==> src/rtl/ssm_pkg.sv <==
package ssm_pkg;

    localparam int CHAR_W      = 8;
    localparam int PATTERN_W   = 64;
    localparam int PLEN_W      = 4;
    localparam int POS_W       = 16;
    localparam int IN_TDATA_W  = 8;
    localparam int OUT_TDATA_W = 24;
    localparam int CFG_IDX_W   = 1;

    // configuration register indexes
    localparam logic [CFG_IDX_W-1:0] REG_PATTERN_BYTES  = 1'b0;
    localparam logic [CFG_IDX_W-1:0] REG_PATTERN_LENGTH = 1'b1;

    // one text byte on its way from the front queue to the matcher
    typedef struct packed {
        logic [CHAR_W-1:0] text_char;
        logic              last_char;
    } ssm_item_t;

endpackage

==> src/rtl/ssm_front.sv <==
module ssm_front (
    input  logic                                clk,
    input  logic                                rst_n,
    input  logic                                s_axis_tvalid,
    output logic                                s_axis_tready,
    input  logic [ssm_pkg::IN_TDATA_W-1:0]      s_axis_tdata,
    input  logic                                s_axis_tlast,
    output logic                                q_valid,
    input  logic                                q_ready,
    output ssm_pkg::ssm_item_t                  q_item
);
    import ssm_pkg::*;

    localparam int DEPTH = 2;

    ssm_item_t   slot_reg [DEPTH];
    logic [1:0]  fill_reg, fill_next;
    logic        wr_ptr_reg, wr_ptr_next;
    logic        rd_ptr_reg, rd_ptr_next;
    logic        push;
    logic        pop;
    ssm_item_t   in_item;

    assign in_item.text_char = s_axis_tdata[CHAR_W-1:0];
    assign in_item.last_char = s_axis_tlast;

    assign s_axis_tready = (fill_reg != 2'(DEPTH));
    assign q_valid       = (fill_reg != 2'd0);
    assign q_item        = slot_reg[rd_ptr_reg];

    assign push = s_axis_tvalid && s_axis_tready;
    assign pop  = q_valid && q_ready;

    always_comb
    begin
        fill_next   = fill_reg;
        wr_ptr_next = wr_ptr_reg;
        rd_ptr_next = rd_ptr_reg;
        if (push)
        begin
            wr_ptr_next = ~wr_ptr_reg;
        end
        if (pop)
        begin
            rd_ptr_next = ~rd_ptr_reg;
        end
        if (push && !pop)
        begin
            fill_next = fill_reg + 2'd1;
        end
        else if (pop && !push)
        begin
            fill_next = fill_reg - 2'd1;
        end
    end

    always_ff @(posedge clk or negedge rst_n)
    begin
        if (!rst_n)
        begin
            fill_reg   <= 2'd0;
            wr_ptr_reg <= 1'b0;
            rd_ptr_reg <= 1'b0;
        end
        else
        begin
            fill_reg   <= fill_next;
            wr_ptr_reg <= wr_ptr_next;
            rd_ptr_reg <= rd_ptr_next;
        end
    end

    always_ff @(posedge clk)
    begin
        if (push)
        begin
            slot_reg[wr_ptr_reg] <= in_item;
        end
    end

endmodule

==> src/rtl/ssm_back.sv <==
module ssm_back #(
    parameter int PATTERN_MAX = 8,
    parameter int COUNT_BITS  = 16
) (
    input  logic                                clk,
    input  logic                                rst_n,
    input  logic [ssm_pkg::PATTERN_W-1:0]       pattern_bytes,
    input  logic [ssm_pkg::PLEN_W-1:0]          pattern_length,
    input  logic                                q_valid,
    output logic                                q_ready,
    input  ssm_pkg::ssm_item_t                  q_item,
    output logic                                out_valid,
    input  logic                                out_ready,
    output logic                                out_found,
    output logic [ssm_pkg::POS_W-1:0]           out_position
);
    import ssm_pkg::*;

    localparam int LEN_W = $clog2(PATTERN_MAX + 1);

    logic [CHAR_W-1:0]     win_reg  [PATTERN_MAX];
    logic [CHAR_W-1:0]     win_next [PATTERN_MAX];
    logic [CHAR_W-1:0]     win_shift [PATTERN_MAX];
    logic [COUNT_BITS-1:0] count_reg, count_next;
    logic                  seen_reg, seen_next;
    logic [COUNT_BITS-1:0] start_reg, start_next;
    logic                  out_valid_reg, out_valid_next;
    logic                  found_reg, found_next;
    logic [POS_W-1:0]      position_reg, position_next;

    logic [LEN_W-1:0]      len;
    logic [PATTERN_MAX:0]  len_hit;
    logic                  window_hit;
    logic                  pop;
    logic                  step_seen;
    logic [COUNT_BITS-1:0] step_start;
    logic [COUNT_BITS-1:0] count_inc;
    logic [COUNT_BITS-1:0] len_ext;

    // clamp lengths beyond the window
    assign len = (pattern_length > PLEN_W'(PATTERN_MAX)) ? LEN_W'(PATTERN_MAX)
                                                         : LEN_W'(pattern_length);
    assign len_ext = COUNT_BITS'(len);

    // shift the new byte into the newest slot
    always_comb
    begin
        win_shift[0] = q_item.text_char;
        for (int k = 1; k < PATTERN_MAX; k++)
        begin
            win_shift[k] = win_reg[k-1];
        end
    end

    // one comparator group per candidate length; pick by the active one
    assign len_hit[0] = 1'b0;
    for (genvar gl = 1; gl <= PATTERN_MAX; gl++)
    begin : g_len
        logic [gl-1:0] eq;
        for (genvar gj = 0; gj < gl; gj++)
        begin : g_chr
            assign eq[gj] = (win_shift[gl-1-gj] == pattern_bytes[CHAR_W*gj +: CHAR_W]);
        end
        assign len_hit[gl] = &eq;
    end
    assign window_hit = len_hit[len];

    assign q_ready = !q_item.last_char || !out_valid_reg || out_ready;
    assign pop     = q_valid && q_ready;

    assign count_inc = count_reg + 1'b1;

    always_comb
    begin
        step_seen  = seen_reg;
        step_start = start_reg;
        count_next = count_reg;
        // a saturated count stops comparing
        if (count_reg != '1)
        begin
            count_next = count_inc;
            if ((len != '0) && !seen_reg && (count_inc >= len_ext) && window_hit)
            begin
                step_seen  = 1'b1;
                step_start = count_inc - len_ext;
            end
        end
    end

    always_comb
    begin
        win_next       = win_reg;
        seen_next      = seen_reg;
        start_next     = start_reg;
        out_valid_next = out_valid_reg && !out_ready;
        found_next     = found_reg;
        position_next  = position_reg;
        if (pop)
        begin
            if (q_item.last_char)
            begin
                out_valid_next = 1'b1;
                if (len == '0)
                begin
                    found_next    = 1'b1;
                    position_next = '0;
                end
                else
                begin
                    found_next    = step_seen;
                    position_next = step_seen ? POS_W'(step_start) : '0;
                end
                // drop the stream state for the next text
                for (int k = 0; k < PATTERN_MAX; k++)
                begin
                    win_next[k] = '0;
                end
                seen_next  = 1'b0;
                start_next = '0;
            end
            else
            begin
                win_next   = win_shift;
                seen_next  = step_seen;
                start_next = step_start;
            end
        end
    end

    always_ff @(posedge clk or negedge rst_n)
    begin
        if (!rst_n)
        begin
            for (int k = 0; k < PATTERN_MAX; k++)
            begin
                win_reg[k] <= '0;
            end
            count_reg     <= '0;
            seen_reg      <= 1'b0;
            start_reg     <= '0;
            out_valid_reg <= 1'b0;
        end
        else
        begin
            win_reg       <= win_next;
            if (pop)
            begin
                count_reg <= q_item.last_char ? '0 : count_next;
            end
            seen_reg      <= seen_next;
            start_reg     <= start_next;
            out_valid_reg <= out_valid_next;
        end
    end

    always_ff @(posedge clk)
    begin
        found_reg    <= found_next;
        position_reg <= position_next;
    end

    assign out_valid    = out_valid_reg;
    assign out_found    = found_reg;
    assign out_position = position_reg;

endmodule

==> src/rtl/substring_first_match.sv <==
// Finds the first place where a pattern of up to PATTERN_MAX bytes occurs in a
// text streamed one byte per item on s_axis, the final byte marked by tlast.
// For each text one result leaves on m_axis after its last byte: found and the
// start index of the first match (zero-length pattern gives found at 0; a
// match ending past the saturated byte count is not reported). Throughput is
// one byte per clock while no last byte waits: a two-entry input queue feeds
// a matcher that shifts the byte into its window and compares every pattern
// length in parallel in the same cycle. The result register loads, and the
// result is offered, at the edge where the last byte leaves the queue. A last
// byte waits at the head of the queue while an earlier result is still
// untaken; the input stalls once both queue entries are full. Write the
// pattern registers only while no text is in flight.
module substring_first_match #(
    parameter int PATTERN_MAX = 8,
    parameter int COUNT_BITS  = 16
) (
    input  logic                                clk,
    input  logic                                rst_n,
    input  logic                                cfg_we,
    input  logic [ssm_pkg::CFG_IDX_W-1:0]       cfg_index,
    input  logic [ssm_pkg::PATTERN_W-1:0]       cfg_wdata,
    input  logic                                s_axis_tvalid,
    output logic                                s_axis_tready,
    input  logic [ssm_pkg::IN_TDATA_W-1:0]      s_axis_tdata,   // [7:0] text_char
    input  logic                                s_axis_tlast,   // last_char
    output logic                                m_axis_tvalid,
    input  logic                                m_axis_tready,
    output logic [ssm_pkg::OUT_TDATA_W-1:0]     m_axis_tdata    // [0] found, [16:1] position
);
    import ssm_pkg::*;

    logic [PATTERN_W-1:0] pattern_bytes_reg;
    logic [PLEN_W-1:0]    pattern_length_reg;
    logic                 q_valid;
    logic                 q_ready;
    ssm_item_t            q_item;
    logic                 out_found;
    logic [POS_W-1:0]     out_position;

    always_ff @(posedge clk or negedge rst_n)
    begin
        if (!rst_n)
        begin
            pattern_bytes_reg  <= '0;
            pattern_length_reg <= '0;
        end
        else if (cfg_we)
        begin
            unique case (cfg_index)
                REG_PATTERN_BYTES:  pattern_bytes_reg  <= cfg_wdata;
                REG_PATTERN_LENGTH: pattern_length_reg <= cfg_wdata[PLEN_W-1:0];
                default:            ;
            endcase
        end
    end

    ssm_front u_front (
        .clk           (clk),
        .rst_n         (rst_n),
        .s_axis_tvalid (s_axis_tvalid),
        .s_axis_tready (s_axis_tready),
        .s_axis_tdata  (s_axis_tdata),
        .s_axis_tlast  (s_axis_tlast),
        .q_valid       (q_valid),
        .q_ready       (q_ready),
        .q_item        (q_item)
    );

    ssm_back #(
        .PATTERN_MAX (PATTERN_MAX),
        .COUNT_BITS  (COUNT_BITS)
    ) u_back (
        .clk            (clk),
        .rst_n          (rst_n),
        .pattern_bytes  (pattern_bytes_reg),
        .pattern_length (pattern_length_reg),
        .q_valid        (q_valid),
        .q_ready        (q_ready),
        .q_item         (q_item),
        .out_valid      (m_axis_tvalid),
        .out_ready      (m_axis_tready),
        .out_found      (out_found),
        .out_position   (out_position)
    );

    assign m_axis_tdata = {(OUT_TDATA_W - POS_W - 1)'(0), out_position, out_found};

    // a full queue always offers an item to the matcher
    a_full_has_head: assert property (@(posedge clk) disable iff (!rst_n)
        !s_axis_tready |-> q_valid)
        else $error("input queue full without a head item");

    // a pending result blocks the next last byte
    a_hold_last: assert property (@(posedge clk) disable iff (!rst_n)
        (m_axis_tvalid && !m_axis_tready && q_valid && q_item.last_char) |-> !q_ready)
        else $error("last byte taken while a result is pending");

    // a result only follows a last byte leaving the queue
    a_result_cause: assert property (@(posedge clk) disable iff (!rst_n)
        $rose(m_axis_tvalid) |-> $past(q_valid && q_ready && q_item.last_char))
        else $error("result without a last byte");

endmodule

==> config.mk <==
export PLATFORM = sky130hd
export DESIGN_NAME = substring_first_match
export DESIGN_NICKNAME = d
export VERILOG_FILES = /design/src/rtl/ssm_pkg.sv /design/src/rtl/ssm_front.sv /design/src/rtl/ssm_back.sv /design/src/rtl/substring_first_match.sv
export SDC_FILE = /design/constraint.sdc
export NUM_CORES = 1
export LEC_CHECK = 0
export ABC_AREA = 1
export CAP_MARGIN = 20
export CORE_UTILIZATION = 50
export DETAILED_ROUTE_END_ITERATION = 12
export DONT_BUFFER_PORTS = 1
export PLACE_DENSITY = 0.62
export SLEW_MARGIN = 30
export SYNTH_ARGS = -nofsm -noshare
export SYNTH_HDL_FRONTEND = slang
export SYNTH_SLANG_ARGS = --single-unit
==> constraint.sdc <==
create_clock -name clk -period 3.95 [get_ports clk]
set_input_delay 1.185 -clock clk [delete_from_list [all_inputs] [get_ports clk]]
set_output_delay 1.185 -clock clk [all_outputs]
set_load 0.01 [all_outputs]
# Word level (Yosys, flattened, before mapping)
# Memory sizes are Yosys's and may differ from the RTL's.
# Cells that the tools add are included.
[totals]
regBits = 179
mem_bits_rw = 18
inputBits = 79
output_inout_bits = 26
word_cells = 119
n_memories = 1
[memory_table]
columns = ["memory", "depth", "width", "read_ports", "rd_ports_with_merged_regs", "write_ports", "line_no", "text"]
rows = [
  ["u_front.slot_reg", 2, 9, 1, 0, 1, "ssm_front.sv:16", "ssm_item_t slot_reg [DEPTH];"],
]
[op_classes]
add_sub_neg = 4
magnitude_cmp = 3
eq_ne = 38
n_mux = 18
n_bitwise = 4
reduce_logical = 33
[op_table]
columns = ["op", "count"]
rows = [
  ["8-bit == test", 36],
  ["16-bit 2-to-1 mux", 5],
  ["64-bit 2-to-1 mux", 1],
  ["16-bit by 1-bit adder with 16-bit output (second input constant)", 1],
  ["16-bit by 4-bit greater-or-equal comparator with 1-bit output", 1],
  ["16-bit inequality test (second input constant)", 1],
  ["16-bit by 4-bit subtractor with 16-bit output", 1],
  ["2-bit AND reduction", 5],
  ["1-bit logical AND", 8],
  ["1-bit 2-to-1 mux", 8],
  ["8-bit AND reduction", 1],
  ["7-bit AND reduction", 1],
  ["1-bit zero test", 6],
  ["6-bit AND reduction", 1],
  ["2-bit nonzero test", 3],
  ["4-bit by 5-bit less-than comparator with 1-bit output (second input constant)", 1],
  ["5-bit AND reduction", 1],
  ["1-bit binary-select mux with 4-bit select", 1],
  ["4-bit > comparator (second input constant)", 1],
  ["4-bit zero test", 1],
  ["2-bit 2-to-1 mux", 2],
  ["4-bit 2-to-1 mux", 1],
  ["1-bit NOT", 4],
  ["4-bit AND reduction", 1],
  ["7 further kinds", 8],
]

# Longest topological paths before layout
# Gate-level depths: netlist (run 1).
[depth]
ltp_word = 10
mapped_depth = 20
depth_no_buf = 20

# Modules after synthesis
# A second synthesis (run 1) with hierarchy kept.
[hier_totals]
cells_unflattened = 1974
hier_area_um2 = 13665.6
[modules_own_cells]
columns = ["module", "n_inst", "cells_per_inst", "area_each_um2", "seq_area_each_um2"]
rows = [
  ["ssm_back", 1, 1594, 9546.7, 2762.6],
  ["substring_first_match", 1, 305, 3220.6, 1701.6],
  ["ssm_front", 1, 75, 898.4, 640.6],
]

# Least setup slack after synthesis (run 1)
# OpenSTA, ideal clock, no wires.
[synth_timing]
path_kind = "register to register"
start = "reg u_back.count_reg[0]"
end = "reg u_back.found_reg (netlist: u_back.out_found) (data pin)"
setup_time_ps = 257
arrival_ps = 2565
t_required_ps = 3693
path_slack_ps = 1129
path_stages_with_launch = 21
n_path_buf = 1
period_less_slack_ps = 2821
cell_sequence = "dfrtp_1 -> ha_1 -> nand2_1 -> inv_1 -> nor2_1 -> ha_1 -> nand2_1 -> inv_1 -> nand2_1 -> nand2_1 -> nor2_1 -> nand3_2 -> nor2_2 -> nand4_1 -> nand3_2 -> nor2_8 -> nand2_4 -> nand2_4 -> nand2_4 -> buf_8 -> nand2_1"
[synth_via]
elab_chain_cells = 6
word_cells_on_any_way = 7
cone_classes = "add/sub (1); order compare (1); eq/ne (1); mux (2); reduce/logical (2)"
[synth_lines]
columns = ["element", "line_no", "text"]
rows = [
  ["start, declared", "ssm_back.sv:24", "logic [COUNT_BITS-1:0] count_reg, count_next;"],
  ["start signal, assigned", "ssm_back.sv:148", "count_reg <= q_item.last_char ? '0 : count_next;"],
  ["16-bit by 1-bit adder with 16-bit output", "ssm_back.sv:71", "assign count_inc = count_reg + 1'b1;"],
  ["16-bit by 4-bit greater-or-equal comparator with 1-bit output", "ssm_back.sv:82", "if ((len != '0) && !seen_reg && (count_inc >= len_ext) && window_hit)"],
  ["1-bit logical AND (2 in a row)", "ssm_back.sv:82", ""],
  ["1-bit 2-to-1 mux", "ssm_back.sv:82", ""],
  ["1-bit 2-to-1 mux (*)", "ssm_back.sv:79", "if (count_reg != '1)"],
  ["end signal, assigned", "ssm_back.sv:158", "found_reg <= found_next;"],
  ["end, declared", "ssm_back.sv:28", "logic found_reg, found_next;"],
]
# Mark *: on every way between the ends. The rest lies on a longest branch, timed or not.
# A chain may end at the register's enable or synchronous reset.

# Worst setup path after layout (run 1)
[layout_timing]
start = "reg u_back.win_reg[59] in the netlist's numbering"
end = "reg u_back.position_reg[5] (netlist: u_back.out_position[5]) (data pin)"
[layout_via]
elab_chain_cells = 9
word_cells_on_any_way = 23
cone_classes = "eq/ne (7); mux (6); bitwise (1); reduce/logical (9)"
[layout_lines]
columns = ["element", "line_no", "text"]
rows = [
  ["start, declared", "ssm_back.sv:21", "logic [CHAR_W-1:0] win_reg [PATTERN_MAX];"],
  ["start signal, assigned", "ssm_back.sv:145", "win_reg <= win_next;"],
  ["8-bit == test", "ssm_back.sv:62", "assign eq[gj] = (win_shift[gl-1-gj] == pattern_bytes[CHAR_W*gj +: CHAR_W]);"],
  ["8-bit AND reduction (tied with other cells)", "ssm_back.sv:64", "assign len_hit[gl] = &eq;"],
  ["1-bit binary-select mux with 4-bit select (*)", "ssm_back.sv:66", "assign window_hit = len_hit[len];"],
  ["1-bit 2-to-1 mux (implied by the code) (*)", "ssm_back.sv:66", ""],
  ["1-bit logical AND (*)", "ssm_back.sv:82", ""],
  ["1-bit 2-to-1 mux", "ssm_back.sv:82", ""],
  ["1-bit 2-to-1 mux", "ssm_back.sv:79", ""],
  ["1-bit NOT (no line)", "n/a", ""],
  ["2-bit OR reduction (no line)", "n/a", ""],
  ["end signal, assigned", "ssm_back.sv:159", "position_reg <= position_next;"],
  ["end, declared", "ssm_back.sv:29", "logic [POS_W-1:0] position_reg, position_next;"],
]
# Mark *: on every way between the ends. The rest lies on a longest branch, timed or not. The select of a mux whose other input is x is not followed.

==> results of run 1 <==
[cell usage in the layout, fill, tap and decap left out, types with 2 or more instances in the layout]
| master | count |
|---|---|
| clkbuf_16 | 17 |
| inv_12 | 3 |
| o211ai_1 | 2 |
| nor2_1 | 260 |
| nand3_1 | 86 |
| nand4_1 | 16 |
| edfxtp_1 | 35 |
| inv_1 | 184 |
| nand3b_1 | 9 |
| conb_1 | 7 |
| and2_1 | 2 |
| ha_1 | 6 |
| inv_6 | 2 |
| o21ai_1 | 6 |
| clkinv_8 | 4 |
| nand2_4 | 7 |
| nor2_2 | 11 |
| clkinv_4 | 2 |
| nor3_1 | 3 |
| nand2_1 | 757 |
| xnor2_1 | 31 |
| nand2_2 | 16 |
| clkinv_1 | 3 |
| o22ai_1 | 64 |
| o21ai_0 | 89 |
| xor2_1 | 33 |
| buf_4 | 13 |
| dfrtp_1 | 162 |
| inv_8 | 4 |
| a21oi_1 | 72 |
| nand3_2 | 2 |
| inv_2 | 6 |
[worst min path at each step]
stage / from / end
after global placement: u_back.start_reg[5] / u_back.start_reg[5]
after global routing: rst_n / u_back.win_reg[9]
after CTS: rst_n / pattern_bytes_reg[18]
after detailed placement: u_back.start_reg[5] / u_back.start_reg[5]
after floorplan: u_back.start_reg[10] / u_back.start_reg[10]
final: rst_n / pattern_bytes_reg[11]
[cell families (layout without fill, tap and decap cells)]
family | Yosys count | after routing | share of synthesized area
compound gates | 236 | 236 | 0.0984
xor+xnor | 64 | 64 | 0.0434
fa+ha+maj | 7 | 7 | 0.00735
buf+inv | 271 | 239 | 0.0883
flops | 197 | 197 | 0.395
mux | 1 | 1 | 0.000871
other cells | 1 | 7 | 0.000290
simple gates | 1172 | 1172 | 0.367
[cell type report]
type / instances / area [sq um] / area share
clock buffer: 17 / 425 / 0.0310
clock inverter: 15 / 194 / 0.0142
inverter: 193 / 724 / 0.0529
multi-input combinational: 1487 / 6730 / 0.491
sequential: 197 / 5100 / 0.373
tap: 330 / 413 / 0.0301
timing repair buffer: 14 / 118 / 0.00858
[per-stage QoR]
step                power, mW  area, sq um
floorplan                6.11        13000
global placement         7.65        13100
detailed placement       7.66        13100
CTS                      9.59        13700
global route             10.2        13700
finish                   9.80        13700
[metal layers]
layer,GRT usage,up-vias,wire (um)
li1,-,6015,-
met3,0.110,182,6710
met4,0.192,0,2940
met1,0.595,6307,22800
met5,0,-,0
met2,0.600,924,22400
[power by group]
part	total, mW	internal (mW)	switching (mW)	leakage [nW]
clock network	1.93	0.879	1.05	0.300
registers	3.40	2.59	0.801	2.37
logic	4.48	1.25	3.23	4.03
total	9.80	4.72	5.08	6.70
[worst max-delay path: cells and delay by family (launching register included)]
family,cells,cell delay (ns)
flops,1,0.76
buf+inv,1,0.41
simple gates,15,2.09
==> results.cfg, run 1 <==
[outcome]
status = finished, final reports clean

[finish]
area.growth.synth_to_final_pct = 5.99
diodes = 0
num-fill-cells = 2561
final_core_util = 0.543
nNetsFinal = 1996
largest_reg_flops = 64
layout.cells.non_filler = 2253
drive_gt1_frac = 0.0489

[yosys]
yosysMostFrequentCell = nand2_1
syn_inst = 1949
synth-seq-area-share = 0.395
netlist_top_cells_area = dfrtp_1 (31%), nand2_1 (22%), edfxtp_1 (8.1%), nor2_1 (7.5%), inv_1 (5.3%)
async_flop_share = 0.822
syn_area_per_cell_sq_um = 6.63
synth_area_sq_um = 12900
synth_commonest_cells = nand2_1 (758), nor2_1 (260), inv_1 (184)
synth_cell_types = 39
ys_warn_count = 0
synth_seq_cells = 197
netlist.area_leader.share = 0.314
synth_top_flop_cell = dfrtp_1
synth_top_cell_by_area = dfrtp_1
synth_edf_count = 35

[clock_network]
clock_tree.root_cell = clkbuf_16
cts.sinks = 197
clock_path_buffers = 2
clk_latency_ns = 0.48
htreeDepth = 4
cts_hold_buffers = 0
cts_setup_buffers = 0
post_cts_resized = 0
cts_tree = built
numCtsBuffers = 17
clkTransAtPathRegs_ns = 0.09

[timing]
drv_slew = 0
min_period_ns = 3.43
fin_crit_sh = 0.868
slew_headroom = 0.429
worst_pin_slew_ns = 0.856
finalHoldViolCount = 0
fin_worst_skew_ns = 0.0229
rsz0062_at_grt = no
setup_ws_ns = 0.523
maxClockFrequency_mhz = 292
setup_tns_ns = 0
setup_viol = 0
whs_ns = 0.403

[floorplanning]
die_w_um = 163
num_io_pins = 105
core_region_area_sq_um = 25300
fp-row-count = 58
start_util = 0.512
die_area_sq_um = 26500
die_h_um = 163

[power_and_ir_drop]
leakage_nw = 6.70
power_density_nw_per_um2 = 715
irDropWorstVdd_v = 0.000637

[worst_setup_path]
r2r_slack_ns = 0.52
cp.required_ns = 4.27
reg2reg_to = u_back.out_position[5]
reg2reg_depth = 16
crit_path_top_delay_cell = dfrtp_1
crit_type = reg -> reg
endpoint = u_back.out_position[5]
path_max_fanout = 18
path_cells = inv_1 > nand2_1 > nand2_1 > nor2_1 > nand2_1 > nor2_1 > nand2_1 > nor2_1 > nand3_1 > nand3_1 > nand2_1 > nand2_4 > nand2_4 > nand2_4 > nand2_4 > nor2_1
worstPathArrival_ns = 3.75
critPathLaunchType = register
worst_path_most_repeated_cell = nand2_1
cp-end-kind = register
cpPeakStageDelay_ns = 0.76
startpoint = u_back.win_reg[59]
rr_startpoint = u_back.win_reg[59]

[grt]
grt_pass1_vias = 12400
grt_overflow = 0
grt_usage = 0.422
grt_first_pass_wirelength_um = 80500
antenna_found_initial = 0
grt_max_degree = 163

[placement]
gp_congestion = 1.10
place_ws_ns = 0.625
placed_cells = 2221
place.detailed.hpwl_um = 40200
port_buffers = 0

[flow_run]
drv_cap = 0

[route]
via_count = 13400
via_per_inst = 5.96
detail-route-antenna-nets = 0
wl_per_cell_um = 24.3
drcViolationCount = 0
firstDrtPassIters = 6
drtIter0Drc = 2063
drt-total-wl_um = 54800

[worst_hold_path]
hold_class = in -> async
(Power assumes the default switching activity.)
==> run 2, diff against run 1 <==
CORE_UTILIZATION = 45   (was 50)
PLACE_DENSITY = 0.57   (was 0.62)
==> run 2 against run 1 <==
Compared with the run above:
- wire length increased by 4.9%
- clock power fell by 7%
- total power fell by 0.83%
- worst setup slack worse by 0.12 ns
- hold slack worse by 0.0033 ns
- sequential power increased by 2%
- cell count increased by 2.0%
- combinational power about the same
- largest power group unchanged
==> results.cfg, run 2 (synthesis gave the netlist of run 1 again) <==
[placement]
place.detailed.hpwl_um = 43100
place_ws_ns = 0.500
placed_cells = 2267
gp_congestion = 1.04
port_buffers = 0

[floorplanning]
start_util = 0.462
core_region_area_sq_um = 28000
die_w_um = 172
die_h_um = 172
die_area_sq_um = 29400
num_io_pins = 105
fp-row-count = 61

[clock_network]
htreeDepth = 4
cts.sinks = 197
cts_tree = built
clkTransAtPathRegs_ns = 0.09
post_cts_resized = 0
cts_setup_buffers = 0
clock_path_buffers = 2
numCtsBuffers = 17
cts_hold_buffers = 0
clock_tree.root_cell = clkbuf_16
clk_latency_ns = 0.48

[power_and_ir_drop]
swShare = 0.518
power_density_nw_per_um2 = 709
pwr-share-clk = 0.185
irDropWorstVdd_v = 0.000363
p_comb_frac = 0.459
switchingPower_mw = 5.03
power_frac_seq = 0.356
intPower_mw = 4.69
leakage_nw = 6.67
total_power_mw = 9.72

[finish]
diodes = 0
drive_gt1_frac = 0.0474
nNetsFinal = 1994
largest_reg_flops = 64
final_cell_mix = nand2_1 (757), nor2_1 (260), inv_1 (184)
final-seq-area_sq_um = 5100
multi_input_area_sq_um = 6730
layout_commonest_cell = nand2_1
num-fill-cells = 2946
layout.cells.non_filler = 2299
area.growth.synth_to_final_pct = 6.05

[worst_setup_path]
path_cells = inv_2 > nand2_1 > nand2_1 > nand2_1 > nand2_1 > nor2_1 > nand3_1 > nor2_1 > nand2_1 > nand2_1 > nand2_1 > inv_1 > nand2_1 > nand2_4 > nand2_4 > nand2_4 > nand2_4 > nor2_2
path_max_fanout = 18
critPathBufInv = 2
cp.required_ns = 4.29
worst_path_most_repeated_cell = nand2_1
r2r_slack_ns = 0.41
path_delay_family = simple AND/OR/NAND/NOR gates
crit_path_top_delay_cell = dfrtp_1
critPathLaunchType = register
worstPathArrival_ns = 3.89
crit_type = reg -> reg
cp-end-kind = register
cpPeakStageDelay_ns = 0.65

[timing]
setup_ws_ns = 0.406
worst_pin_slew_ns = 0.881
min_period_ns = 3.54
drv_slew = 0
slew_headroom = 0.413
rsz0062_at_grt = no
fin_crit_sh = 0.897
maxClockFrequency_mhz = 282
setup_tns_ns = 0
fin_worst_skew_ns = 0.0145
setup_viol = 0
finalHoldViolCount = 0

[route]
drt-total-wl_um = 57500
firstDrtPassIters = 8
drtIter0Drc = 1592
wl_per_cell_um = 25.0
detail-route-antenna-nets = 0
via_count = 13300
via_per_inst = 5.78
drcViolationCount = 0

[grt]
antenna_found_initial = 0
grt_usage = 0.402
grt_pass1_vias = 12200
grt_max_degree = 163
grt_most_used_layer = met2
grt_overflow = 0
use_met2 = 0.578
grt_first_pass_wirelength_um = 83400
grtUsageMet1 = 0.562
met3_usage = 0.0969

[flow_run]
drv_cap = 0

[worst_hold_path]
hold_class = in -> async

[outcome]
status = finished, final reports clean
[run 2: cell types whose count changed in the layout (fill, tap and decap cells not counted)]
cell        before  now
inv_6            2    1
clkinvlp_4       0    2
clkinv_1         3    4
buf_4           13   11
clkinv_8         4    1
inv_8            4    7
inv_12           3    1
[run 2: final timing paths]
kind                                 startpoint                     end  depth (start not counted)
max                          u_front.rd_ptr_reg  u_back.out_position[9]                         18
min                                       rst_n      u_back.win_reg[21]                          0
max reg2reg                  u_front.rd_ptr_reg  u_back.out_position[9]                         18
min reg2reg                u_back.start_reg[15]    u_back.start_reg[15]                          2
max in group asynchronous                 rst_n      u_front.rd_ptr_reg                          0
min in group clk           u_back.start_reg[15]    u_back.start_reg[15]                          2
[run 2: final cells by class]
class,instances,area share
Sequential cell,197,0.372
Tap cell,378,0.0345
Inverter,193,0.0528
Clock inverter,15,0.0114
Multi-Input combinational cell,1487,0.490
Clock buffer,17,0.0310
Timing Repair Buffer,12,0.00748
[run 2: stage by stage]
step,area (sq um),hold WS (ns),utilization
detailed placement,13100,0.465,0.469
global route,13700,0.393,0.490
global placement,13100,0.462,0.469
finish,13700,0.400,0.490
CTS,13700,0.388,0.490
floorplan,13000,0.449,-
[run 2: power by group through the flow]
stage          logic (mW)  clock network (mW)  registers [mW]
2_1_floorplan        3.18                   0            2.93
3_3_place_gp         4.31                   0            3.44
3_5_place_dp         4.30                   0            3.44
4_1_cts              4.33                1.81            3.40
5_1_grt              4.82                1.88            3.47
6_report             4.46                1.80            3.46
[run 2: layer usage]
| metal | routed length, um | vias to the layer above | share of wire |
|---|---|---|---|
| met5 | 0 | - | 0 |
| met4 | 2660 | 0 | 0.046 |
| met3 | 6080 | 164 | 0.11 |
| met2 | 24200 | 807 | 0.42 |
| met1 | 24600 | 6299 | 0.43 |
| li1 | - | 6014 | - |
